$ cat config.mk
export PLATFORM = sky130hd
export DESIGN_NAME = reed_muller_first_order_decoder
export DESIGN_NICKNAME = d
export VERILOG_FILES = /design/src/rtl/rm1dec_pkg.sv /design/src/rtl/reed_muller_first_order_decoder.sv
export SDC_FILE = /design/constraint.sdc
export NUM_CORES = 2
export LEC_CHECK = 0
export ABC_AREA = 1
export ABC_CLOCK_PERIOD_IN_PS = 12200
export CORE_ASPECT_RATIO = 0.6
export CORE_MARGIN = 2
export CORE_UTILIZATION = 30
export CTS_CLUSTER_SIZE = 8
export DETAILED_ROUTE_END_ITERATION = 10
export DONT_BUFFER_PORTS = 1
export HOLD_SLACK_MARGIN = 0.06
export PLACE_DENSITY_LB_ADDON = 0.12
export SYNTH_ARGS = -nofsm -noshare
export SYNTH_HDL_FRONTEND = slang
export SYNTH_SLANG_ARGS = --single-unit
$ cat constraint.sdc
create_clock -name clk -period 12.2 [get_ports clk]
set_clock_uncertainty 0.05 [all_clocks]
set_input_delay 1.83 -clock clk [delete_from_list [all_inputs] [get_ports clk]]
set_output_delay 1.83 -clock clk [all_outputs]
set_load 0.02 [all_outputs]
$ cat src/rtl/rm1dec_pkg.sv
// shared constants for the first-order reed-muller decoder
// no dependencies; used by reed_muller_first_order_decoder

package rm1dec_pkg;

  // width of the received word port
  localparam int WORD_BITS = 32;

  // width of the linear message bits port
  localparam int LIN_BITS = 5;

endpackage

$ cat src/rtl/reed_muller_first_order_decoder.sv
// reed_muller_first_order_decoder: decodes one first-order reed-muller codeword of
// 2^CODE_ORDER bits per request into a constant bit and CODE_ORDER linear bits
// (the low five of them reach linear_bits). Each codeword bit becomes +1 or -1, a fast
// hadamard transform runs as CODE_ORDER registered butterfly stages, and a registered
// pairwise compare tree of CODE_ORDER levels finds the largest magnitude, lowest index
// on ties. One request enters every cycle while in_stall is low; the pipeline holds one
// register per butterfly stage and one per tree level, plus the input and output registers.
// Each stage holds while the one after it is full and stalled, so empty stages still fill
// while a result waits. Depends on rm1dec_pkg.

module reed_muller_first_order_decoder #(
  parameter int CODE_ORDER = 5
) (
  input  logic                                clk,
  input  logic                                rst,
  input  logic                                in_valid,
  output logic                                in_stall,
  input  logic [rm1dec_pkg::WORD_BITS-1:0]    received_word,
  output logic                                out_valid,
  input  logic                                out_stall,
  output logic                                constant_bit,
  output logic [rm1dec_pkg::LIN_BITS-1:0]     linear_bits
);

  localparam int N = 1 << CODE_ORDER;
  localparam int W = CODE_ORDER + 2;
  localparam int S = 2 * CODE_ORDER + 2;

  logic [S-1:0] v;
  logic [S-1:0] rdy;

  logic [N-1:0] word_map;
  logic [N-1:0] wreg;

  logic signed [W-1:0] bsrc [CODE_ORDER][N];
  logic signed [W-1:0] bf   [CODE_ORDER][N];

  logic signed [W-1:0]      cval [CODE_ORDER+1][N];
  logic [CODE_ORDER-1:0]    cpos [CODE_ORDER+1][N];
  logic signed [W-1:0]      tv   [CODE_ORDER][N];
  logic [CODE_ORDER-1:0]    tp   [CODE_ORDER][N];

  logic                                cbit;
  logic [rm1dec_pkg::LIN_BITS-1:0]     lin;

  function automatic logic [W-1:0] mag(input logic signed [W-1:0] x);
    mag = x[W-1] ? W'(-x) : W'(x);
  endfunction

  // handshake chain
  assign rdy[S-1] = !v[S-1] || !out_stall;
  for (genvar s = 0; s < S - 1; s++) begin : g_rdy
    assign rdy[s] = !v[s] || rdy[s+1];
  end

  assign in_stall  = !rdy[0];
  assign out_valid = v[S-1];

  // codeword positions beyond the port read as zero
  for (genvar g = 0; g < N; g++) begin : g_map
    if (g < rm1dec_pkg::WORD_BITS) begin : g_in
      assign word_map[g] = received_word[g];
    end else begin : g_zero
      assign word_map[g] = 1'b0;
    end
  end

  always_comb begin
    for (int j = 0; j < N; j++) begin
      bsrc[0][j] = wreg[j] ? W'(1) : W'(-1);
      cval[0][j] = bf[CODE_ORDER-1][j];
      cpos[0][j] = CODE_ORDER'(j);
    end
    for (int b = 1; b < CODE_ORDER; b++) begin
      for (int j = 0; j < N; j++) begin
        bsrc[b][j] = bf[b-1][j];
      end
    end
    for (int b = 1; b <= CODE_ORDER; b++) begin
      for (int j = 0; j < N; j++) begin
        cval[b][j] = tv[b-1][j];
        cpos[b][j] = tp[b-1][j];
      end
    end
  end

  always_ff @(posedge clk) begin
    if (rst) begin
      v <= '0;
    end else begin
      if (rdy[0]) begin
        v[0] <= in_valid;
      end
      for (int s = 1; s < S; s++) begin
        if (rdy[s]) begin
          v[s] <= v[s-1];
        end
      end
    end
  end

  always_ff @(posedge clk) begin
    if (rdy[0]) begin
      wreg <= word_map;
    end
    // butterfly stages, span 1, 2, 4, ...
    for (int b = 0; b < CODE_ORDER; b++) begin
      if (rdy[b+1]) begin
        for (int j = 0; j < N; j++) begin
          if ((j & (1 << b)) != 0) begin
            bf[b][j] <= bsrc[b][j ^ (1 << b)] - bsrc[b][j];
          end else begin
            bf[b][j] <= bsrc[b][j] + bsrc[b][j ^ (1 << b)];
          end
        end
      end
    end
    // compare tree, left candidate keeps ties
    for (int l = 0; l < CODE_ORDER; l++) begin
      if (rdy[CODE_ORDER+1+l]) begin
        for (int k = 0; k < (N >> (l + 1)); k++) begin
          if (mag(cval[l][2*k+1]) > mag(cval[l][2*k])) begin
            tv[l][k] <= cval[l][2*k+1];
            tp[l][k] <= cpos[l][2*k+1];
          end else begin
            tv[l][k] <= cval[l][2*k];
            tp[l][k] <= cpos[l][2*k];
          end
        end
      end
    end
    if (rdy[S-1]) begin
      cbit <= (cval[CODE_ORDER][0] > 0);
      lin  <= rm1dec_pkg::LIN_BITS'(cpos[CODE_ORDER][0]);
    end
  end

  assign constant_bit = cbit;
  assign linear_bits  = lin;

`ifndef SYNTHESIS
  // a stall toward the source only when every stage holds a request
  a_stall_full: assert property (@(posedge clk) disable iff (rst)
    in_stall |-> (&v))
    else $error("input stalled with an empty stage");

  // occupancy tracks accepted requests in and results out
  a_count: assert property (@(posedge clk) disable iff (rst)
    !$past(rst) |-> ($countones(v) == $countones($past(v))
      + ($past(in_valid && !in_stall) ? 1 : 0)
      - ($past(out_valid && !out_stall) ? 1 : 0)))
    else $error("pipeline occupancy mismatch");

  // a request in the last tree level moves to the output when not blocked
  a_advance: assert property (@(posedge clk) disable iff (rst)
    (v[S-2] && !out_stall) |=> out_valid)
    else $error("result lost before output");
`endif

endmodule

==> flow_summary.toml <==
[critical_path]
cp.required_ns = 10.32
worst_setup_path_end_kind = "primary output"
path_depth = 9
rr_worst_depth = 8
worst-path-max-fanout = 50
path_delay_family = "simple AND/OR/NAND/NOR gates"
cpPeakStageDelay_ns = 0.90
worst-path-buf-inv = 2
startpoint_type = "primary input"
critPathKind = "in -> out"
path_cells = "nand2_2 -> nor2_4 -> nand4_4 -> nor2_4 -> nand4_4 -> nor2_2 -> nand3_2 -> buf_4 -> inv_1"
critPathSlowestCell = "nand4_4"
crit_arrival_ns = 5.53

[job]
cap_violations = 0

[detailed_routing]
first_pass_iters = 5
drc = 0
dr.first_iter.drc_count = 3051
viasPerCell = 4.46
wl_mm = 166
num_vias = 39600
ant_nets = 0
wire_per_inst_um = 18.7

[floorplan]
boundaryPins = 44
die_h_um = 357
start_util_pct = 30.3
fp.dieArea_um2 = 212000
die_w_um = 593
fp.coreArea_um2 = 206000
num_rows = 129

[status]
outcome = "complete, no violations"

[synthesis]
syn_nets = 6921
yosysWarnings = 0
netlist_area_um2 = 62500
yosys.area.top_type = "edfxtp_1"
postSynthAreaPerCell_um2 = 10.4
yosysSeqAreaShare_pct = 47.1
ys_top_cells_by_area = "edfxtp_1 47%, ha_1 15%, inv_1 6.9%, xor2_1 6.2%, fa_1 4.9%"
ys_seq_elements = 983
yosys.cell_types.count = 44
synth_cells = 5987
synth_top_area_share_pct = 46.7

[clocking]
cts_resized = 0
cts_tree = "yes"
cts_setup_buffers = 0
cts.clk_slew.worst_paths_ns = 0.05
htreeDepth = 4
cts_max_path_buffers = 4
cts_hold_buf = 0
cts_sinks = 983
cts_buffers = 150
clk_latency_ns = 0.82
cts_root_buf = "clkbuf_16"

[global_routing]
gr-total-overflow = 0
grt_pass1_vias = 38900
grt_max_degree = 74
grt_util_all_layers_pct = 15.8
antenna_found_initial = 12
grt_pass1_wl_mm = 250

[final_layout]
fin_nets = 7018
final_common_cell = "inv_1"
final_cell_mix = "1148 x inv_1, 971 x edfxtp_1, 745 x ha_1"
synthToLayoutAreaGrowth_pct = 11.6
post_layout_nonfiller_instances = 8886
fill_cells = 20700
drive_gt1_share_pct = 3.44
fin_area_um2 = 69700

[hold_path]
min_path_cells = 0
hold_class = "reg -> reg"

[timing]
final.setup.tns_ns = 0
finalCriticalPeriod_ns = 7.41
rsz0062_at_grt = "false"
period_share_pct = 60.7
setup_viol = 0
hold_viol = 0
worst_pin_slew_ns = 1.14
holdWs_ns = 0.372
clock.fmax_ghz = 0.135
final_max_slew_viol_count = 0
maxSlewHeadroom_pct = 23.3

[place]
gp_congestion = 0.843
io_buffers = 0
hpwl_mm = 133
dpl-instance-area_um2 = 65700
dp_cells = 8683
[cell families (layout without fill, tap and decap cells)]
group	Yosys count	in the layout	synth area share, %
AOI/OAI and AO/OA	1008	1008	8.65
xor gates and xnor gates	584	584	8.19
adders and majority gates	898	898	19.8
buffers and inverters	1229	1374	7.60
DFF	983	983	47.1
muxes	6	6	0.0962
other	0	3	0
and+or+nand+nor	1279	1279	8.56
[Yosys cell counts, drive strengths merged]
cell     instances
o21bai          24
nand4           40
inv           1153
fa             153
o21a             1
xor2           445
nor4            28
a31oi           24
mux2i            6
nand2          673
o31ai           32
edfxtp         971
nand3          148
o221ai           6
nor3            38
a21oi          418
clkbuf          28
o21ai          451
ha             745
clkinv           1
o2111ai         10
nor2           351
buf             47
a21o             2
a22oi           24
o22ai            1
dfxtp           12
o211ai          10
xnor2          139
a21boi           5
or4              1
[sequential cells by signal (all words and copies together), names as in the netlist]
name / flops
linear_bits: 5
v: 12
wreg: 32
constant_bit: 1
tp: 57
tv: 186
bf: 690
[layer usage]
layer	routed length [um]	track usage [%]	vias to the layer above
met5	0	0	-
met4	2780	3.06	0
met3	8340	2.62	188
met2	60100	20.4	734
met1	95000	26.7	18700
li1	-	-	20000
[worst register-to-register path, stage by stage (launching register included)]
cell     delay [ns]
dfxtp_1        0.45
nand2_2        0.24
nor2_4         0.21
nand4_4        0.48
nor2_4         0.56
nand4_4        0.91
nor2_2         0.72
inv_6          0.30
buf_4          0.55
[final cells by class]
type / instances / area (um^2) / share of cell area [%]
Multi-Input combinational cell: 3775 / 28300 / 40.7
Tap cell: 2751 / 3440 / 4.94
Clock buffer: 193 / 3950 / 5.66
Antenna cell: 3 / 7.51 / 0.0108
Timing Repair Buffer: 20 / 150 / 0.215
Clock inverter: 7 / 46.3 / 0.0664
Sequential cell: 983 / 29400 / 42.2
Inverter: 1154 / 4350 / 6.24
[final timing paths]
| kind | from | endpoint | slack (ns) |
|---|---|---|---|
| worst max register to register | v[11]$_SDFFE_PP0P_ | bf[1][194]$_DFFE_PP_ | 7.22 |
| worst min register to register | tp[4][43]$_DFFE_PP_ | linear_bits[0]$_DFFE_PP_ | 0.37 |
| worst min-delay path | tp[4][43]$_DFFE_PP_ | linear_bits[0]$_DFFE_PP_ | 0.37 |
| worst max-delay path | out_stall | in_stall | 4.79 |
[metrics by stage]
step                setup slack (ns)  util (%)
floorplan                       2.47         -
global placement                4.69      31.8
detailed placement              4.68      31.8
CTS                             4.67      33.7
global route                    4.40      33.7
finish                          4.79      33.8
Power is not shown: default switching activity piles up to over one toggle a cycle in this logic, so the estimate is an artifact.
